File: src/rtl/gtl_pkg.sv
// Shared widths, codes and types of the IPv4 trie lookup block.
package gtl_pkg;

  // Field widths
  localparam int unsigned RecW      = 24;
  localparam int unsigned AddrW     = 32;
  localparam int unsigned IdxW      = 16;
  localparam int unsigned StatusW   = 2;
  localparam int unsigned CountryW  = 8;
  localparam int unsigned OffsetW   = 27;
  localparam int unsigned CfgIdxW   = 4;
  localparam int unsigned LevelW    = 5;
  localparam int unsigned NodeW     = 2 * RecW;

  // Parameter defaults
  localparam int unsigned NodeAddrBitsDefault = 16;
  localparam int unsigned LastCountryDefault  = 250;

  // Top address bit, taken first
  localparam logic [LevelW-1:0] TopBit = LevelW'(31);

  // Register reset values
  localparam logic [RecW-1:0]    TerminalReset = RecW'(24'hFFFF00);
  localparam logic [OffsetW-1:0] Term5Reset    = OffsetW'(5 * 24'hFFFF00);

  // Configuration register indexes
  localparam logic [CfgIdxW-1:0] CFG_TERMINAL_OFFSET = CfgIdxW'(0);
  localparam logic [CfgIdxW-1:0] CFG_RECORD_MODE     = CfgIdxW'(1);

  // Item kinds
  localparam logic KIND_WRITE  = 1'b0;
  localparam logic KIND_LOOKUP = 1'b1;

  typedef enum logic [StatusW-1:0] {
    STATUS_FOUND  = 2'd0,
    STATUS_NODATA = 2'd1,
    STATUS_RANGE  = 2'd2,
    STATUS_BEYOND = 2'd3
  } status_e;

  typedef enum logic [1:0] {
    WS_IDLE,
    WS_WALK,
    WS_DECODE
  } walk_state_e;

  typedef enum logic [1:0] {
    END_TERMINAL,
    END_NODATA,
    END_BEYOND
  } walk_end_e;

  // Configuration seen by the walker
  typedef struct packed {
    logic [RecW-1:0]    terminal_offset;
    logic [OffsetW-1:0] term5;
    logic               record_mode;
  } cfg_t;

endpackage

File: src/rtl/gtl_walker.sv
// Trie walker: takes one address bit per cycle, one node read per bit, then decodes.
module gtl_walker #(
  parameter int unsigned NODE_ADDR_BITS = 16,
  parameter int unsigned LAST_COUNTRY   = 250
) (
  input  logic                              clk_i,
  input  logic                              rst_ni,
  input  logic                              go_i,
  input  logic [gtl_pkg::AddrW-1:0]         address_i,
  input  gtl_pkg::cfg_t                     cfg_i,
  output logic                              rd_en_o,
  output logic [NODE_ADDR_BITS-1:0]         rd_addr_o,
  input  logic [gtl_pkg::NodeW-1:0]         rd_data_i,
  output logic                              busy_o,
  output logic                              done_o,
  output logic [gtl_pkg::StatusW-1:0]       status_o,
  output logic [gtl_pkg::CountryW-1:0]      country_o,
  output logic [gtl_pkg::OffsetW-1:0]       record_offset_o
);

  import gtl_pkg::*;

  walk_state_e         state_q, state_d;
  logic [AddrW-1:0]    addr_q;
  logic [LevelW-1:0]   level_q;
  logic [RecW-1:0]     rec_q;
  walk_end_e           end_q;
  logic                done_q;
  logic [StatusW-1:0]  status_q;
  logic [CountryW-1:0] country_q;
  logic [OffsetW-1:0]  offset_q;

  logic                bit_now;
  logic [RecW-1:0]     sel_rec;
  logic                is_term;
  logic                is_beyond;
  logic                last_lvl;
  logic                stop;

  status_e             dec_status;
  logic [CountryW-1:0] dec_country;
  logic [OffsetW-1:0]  dec_offset;
  logic [RecW-1:0]     diff;

  // Record picked by the current address bit
  assign bit_now   = addr_q[AddrW-1];
  assign sel_rec   = bit_now ? rd_data_i[NodeW-1:RecW] : rd_data_i[RecW-1:0];
  assign is_term   = sel_rec >= cfg_i.terminal_offset;
  assign is_beyond = (sel_rec >> NODE_ADDR_BITS) != '0;
  assign last_lvl  = level_q == '0;
  assign stop      = is_term || last_lvl || is_beyond;

  // Next state
  always_comb begin
    state_d = state_q;
    case (state_q)
      WS_IDLE:   if (go_i) state_d = WS_WALK;
      WS_WALK:   if (stop) state_d = WS_DECODE;
      WS_DECODE: state_d = WS_IDLE;
      default:   state_d = WS_IDLE;
    endcase
  end

  // Memory read control
  always_comb begin
    rd_en_o   = 1'b0;
    rd_addr_o = '0;
    busy_o    = 1'b1;
    case (state_q)
      WS_IDLE: begin
        rd_en_o = go_i;
        busy_o  = 1'b0;
      end
      WS_WALK: begin
        rd_en_o   = !stop;
        rd_addr_o = sel_rec[NODE_ADDR_BITS-1:0];
      end
      WS_DECODE: ;
      default: ;
    endcase
  end

  // Final decode of the walk end
  assign diff = rec_q - cfg_i.terminal_offset;

  always_comb begin
    dec_status  = STATUS_FOUND;
    dec_country = '0;
    dec_offset  = '0;
    case (end_q)
      END_TERMINAL: begin
        if (rec_q == cfg_i.terminal_offset) begin
          dec_status = STATUS_NODATA;
        end else if (!cfg_i.record_mode) begin
          if (diff > RecW'(LAST_COUNTRY)) begin
            dec_status = STATUS_RANGE;
          end else begin
            dec_country = diff[CountryW-1:0];
          end
        end else begin
          dec_offset = OffsetW'(rec_q) + cfg_i.term5;
        end
      end
      END_NODATA: dec_status = STATUS_NODATA;
      END_BEYOND: dec_status = STATUS_BEYOND;
      default:    dec_status = STATUS_NODATA;
    endcase
  end

  // Control registers
  always_ff @(posedge clk_i or negedge rst_ni) begin
    if (!rst_ni) begin
      state_q <= WS_IDLE;
      done_q  <= 1'b0;
    end else begin
      state_q <= state_d;
      done_q  <= state_q == WS_DECODE;
    end
  end

  // Address shift register, level count and walk end
  always_ff @(posedge clk_i) begin
    if (state_q == WS_IDLE && go_i) begin
      addr_q  <= address_i;
      level_q <= TopBit;
    end else if (state_q == WS_WALK) begin
      if (stop) begin
        rec_q <= sel_rec;
        end_q <= is_term ? END_TERMINAL : (last_lvl ? END_NODATA : END_BEYOND);
      end else begin
        addr_q  <= {addr_q[AddrW-2:0], 1'b0};
        level_q <= level_q - LevelW'(1);
      end
    end
  end

  // Result registers
  always_ff @(posedge clk_i) begin
    if (state_q == WS_DECODE) begin
      status_q  <= dec_status;
      country_q <= dec_country;
      offset_q  <= dec_offset;
    end
  end

  assign done_o          = done_q;
  assign status_o        = status_q;
  assign country_o       = country_q;
  assign record_offset_o = offset_q;

  // Checks
  a_go_idle: assert property (@(posedge clk_i) disable iff (!rst_ni)
    go_i |-> state_q == WS_IDLE)
    else $error("lookup started while walking");

  a_read_in_store: assert property (@(posedge clk_i) disable iff (!rst_ni)
    (state_q == WS_WALK && rd_en_o) |-> !is_beyond && !is_term)
    else $error("node read outside store or past terminal");

  a_last_level_ends: assert property (@(posedge clk_i) disable iff (!rst_ni)
    (state_q == WS_WALK && last_lvl) |=> state_q == WS_DECODE)
    else $error("walk ran past the last address bit");

  a_done_after_decode: assert property (@(posedge clk_i) disable iff (!rst_ni)
    done_q |-> $past(state_q == WS_DECODE))
    else $error("result without decode");

  a_error_zero: assert property (@(posedge clk_i) disable iff (!rst_ni)
    (done_q && status_q != STATUS_FOUND) |-> (country_q == '0 && offset_q == '0))
    else $error("error result carries data");

endmodule

File: config.mk
export PLATFORM = sky130hd
export DESIGN_NAME = gtl_walker
export DESIGN_NICKNAME = d
export VERILOG_FILES = /design/src/rtl/gtl_pkg.sv /design/src/rtl/gtl_walker.sv
export SDC_FILE = /design/constraint.sdc
export NUM_CORES = 1
export LEC_CHECK = 0
export ABC_AREA = 1
export BUFFER_PORTS_ARGS = -buffer_cell sky130_fd_sc_hd__buf_2
export CORE_MARGIN = 2
export CORE_UTILIZATION = 35
export DETAILED_ROUTE_END_ITERATION = 8
export GPL_TIMING_DRIVEN = 0
export PLACE_DENSITY = 0.54
export SYNTH_ARGS = -nofsm -noshare
export SYNTH_HDL_FRONTEND = slang
export SYNTH_SLANG_ARGS = --single-unit
File: constraint.sdc
create_clock -name clk_i -period 4.8 [get_ports clk_i]
set_input_delay 0.24 -clock clk_i [delete_from_list [all_inputs] [get_ports clk_i]]
set_output_delay 0.24 -clock clk_i [all_outputs]
set_load 0.01 [all_outputs]
==> results.yml <==
outcome:
  status: "complete, no violations"
setup_path:
  crit_arrival_ns: 4.30
  path_cells: "clkbuf_1 > clkbuf_1 > nand2_1 > nand2_1 > ha_1 > a21oi_1 > inv_1 > nor2_1 > nor2_1 > o21bai_1 > nand4_1 > nor2_2 > nand3_4 > nand2_1 > buf_16"
  cpPeakStageDelay_ns: 0.53
  critical_path_class: "flip-flop to flip-flop"
  required_ns: 4.88
  crit_family: "simple AND/OR/NAND/NOR gates"
  worst_setup_path_start_kind: "flip-flop"
  worstSetupEndpointType: "flip-flop"
  path_buf_inv: 4
  path_common_cell: "nand2_1"
  crit_path_top_delay_cell: "nand2_1"
  critPathMaxFanout: 20
cts:
  clock_tree.root_cell: "clkbuf_16"
  htree_num_levels: 3
  cts_buffers: 9
  cts_sinks: 103
  cts_setup_buffers: 0
  insertion_delay_ns: 0.36
  cts_buffer_depth: 2
  cts.clk_slew.worst_paths_ns: 0.09
  cts_tree: "done"
timing:
  fin_worst_skew_ns: 0.0130
  whs_ns: 0.168
  setup_viol: 0
  finalCriticalPeriod_ns: 4.23
  hold_viol_final: 0
  rsz0062_at_grt: "no"
  tightest_slew_ns: 0.798
  fmax_mhz: 237
  slew_viol_final: 0
  period_share_pct: 88.1
  slew_headroom_pct: 46.2
global_routing:
  antenna_found_initial: 0
  grt_pass1_vias: 6645
  grt_pass1_wl_um: 33000
  grtUsageTotal_pct: 17.7
  overflow: 0
  grt_max_degree: 33
floorplanning:
  start_util_pct: 35.7
  fp-row-count: 54
  dieArea_um2: 23500
  ios: 191
  die_h_um: 153
  coreArea_um2: 21800
  die-width_um: 153
routing:
  drt-initial-drc-count: 228
  avgRoutedWirePerCell_um: 14.1
  drc: 0
  firstDrtPassIters: 5
  num_vias: 7046
  ant_nets: 0
  vias_per_cell: 4.76
  routed_wl_um: 20800
worst_hold_path:
  min_path_type: "primary input to flip-flop"
yosys:
  synth.avg_cell_area_um2: 7.87
  syn_nets: 1199
  yosysWarnings: 0
  ys_ff_latch: 103
  synth_cell_types: 40
  synth_area_um2: 7790
  synth_cells: 990
  yosysSeqAreaShare_pct: 38.9
placement:
  dpl.hpwl_um: 17500
  globalplace.congestion: 0.928
  place_area_um2: 9160
  portBuffers: 190
pwr:
  power.density_nw_per_um2: 300
  irDropWorstVdd_v: 0.000163
  power.leakage_nw: 4.71
cells_and_area:
  final_common_cell: "nand2_1"
  n_antenna_cell: 0
  finalInstanceArea_um2: 9510
  mostFrequentLayoutCells: "278 x nand2_1, 191 x buf_2, 141 x inv_1"
  fin_nets: 1404
  syn2layout_area_growth_pct: 22.1
  drive_gt1_share_pct: 21.8
flow_run:
  maxCapViolCount: 0
-- area by class of cell --
type                            instances  area (um2)
Timing Repair Buffer                  194        1040
Sequential cell                       103        3030
Multi-Input combinational cell        733        4190
Clock buffer                            9         225
Clock inverter                          7        91.3
Fill cell                            2249       12300
Tap cell                              280         350
Inverter                              142         533
Buffer                                 12        53.8
-- power breakdown --
part	switching, mW	internal (mW)	leakage, nW	total [mW]
Clock	0.397	0.378	0.152	0.774
Sequential	0.0402	1.10	0.976	1.14
Combinational	0.585	0.360	3.58	0.945
-- timing repair --
| action | in CTS | in global routing |
|---|---|---|
| endpoints found under the hold margin | 3 | 0 |
| hold buffers | 1 | 0 |
| gates resized for setup | 0 | 0 |
-- worst paths after layout --
| kind | startpoint | end | depth (start not counted) | slack, ns |
|---|---|---|---|---|
| worst max register to register | addr_q[31] | addr_q[26] | 15 | 0.57 |
| max in group asynchronous | rst_ni | done_o | 2 | 4.51 |
| worst max-delay path | addr_q[31] | addr_q[26] | 15 | 0.57 |
| worst min-delay path | address_i[17] | addr_q[17] | 2 | 0.17 |
| min in group asynchronous | rst_ni | state_q[1] | 2 | 0.18 |
| worst min register to register | level_q[4] | level_q[4] | 2 | 0.48 |
-- through the flow --
step	setup slack (ns)	cells	setup TNS, ns	utilization, %	total power, mW
after global routing	0.139	1480	0	43.6	3.06
after detailed placement	0.117	1462	0	42.0	2.10
after global placement	-0.281	1460	-7.27	41.7	2.08
final	0.573	1480	0	43.6	2.86
after floorplan	0.950	990	0	-	1.79
after CTS	0.126	1479	0	43.5	2.88
-- cell families after synthesis --
group | share of synthesized area (%)
AND/OR/NAND/NOR | 25.2
AO/OA/AOI/OAI | 11.1
flip-flops | 38.9
XOR/XNOR | 0.787
adder cells (fa/ha/maj) | 12.1
multiplexers | 4.48
buffers and inverters | 7.53
-- sequential cells by signal, indices dropped and copies added, names as in the netlist --
register         count
addr_q              32
record_offset_o     27
rec_q               24
country_o            8
level_q              5
end_q                2
state_q              2
status_o             2
done_o               1
-- layer usage --
metal	up-vias	track usage (%)	share of wire (%)
met5	-	0	0
met4	0	3.97	1.2
met3	17	3.18	5.1
met2	173	29.2	45
met1	3111	24.4	49
li1	3745	-	-
-- cells in the mapped netlist --
master	n	area (um2)
a21o_1	6	45.0
a21boi_0	1	7.51
xnor2_1	1	8.76
o31ai_2	1	12.5
xor2_1	6	52.6
a21oi_1	96	480
o21ai_2	1	8.76
nand2_1	278	1040
mux2_2	31	349
clkbuf_1	10	37.5
nor4_4	1	21.3
nand3b_1	9	67.6
o21bai_1	8	60.1
o211ai_1	3	22.5
nand2_2	1	6.26
nor3b_1	1	7.51
nor3_1	11	55.1
nor2_1	84	315
nor4_1	1	6.26
buf_2	1	5.00
o21ai_0	41	205
nand4_2	1	12.5
ha_1	72	901
edfxtp_1	95	2850
or2_2	7	43.8
dfrtp_1	3	75.1
or2_1	3	18.8
inv_1	141	529
nand4_1	17	106
a31oi_1	1	6.26
nor2_2	3	18.8
a221oi_1	1	8.76
nand3_1	42	210
nand3_4	1	17.5
o21ai_1	1	5.00
buf_6	1	11.3
dfxtp_1	5	100
nor3_2	1	10.0
inv_2	1	3.75
fa_1	2	40.0
No activity file was read; power rests on OpenSTA's default activity.
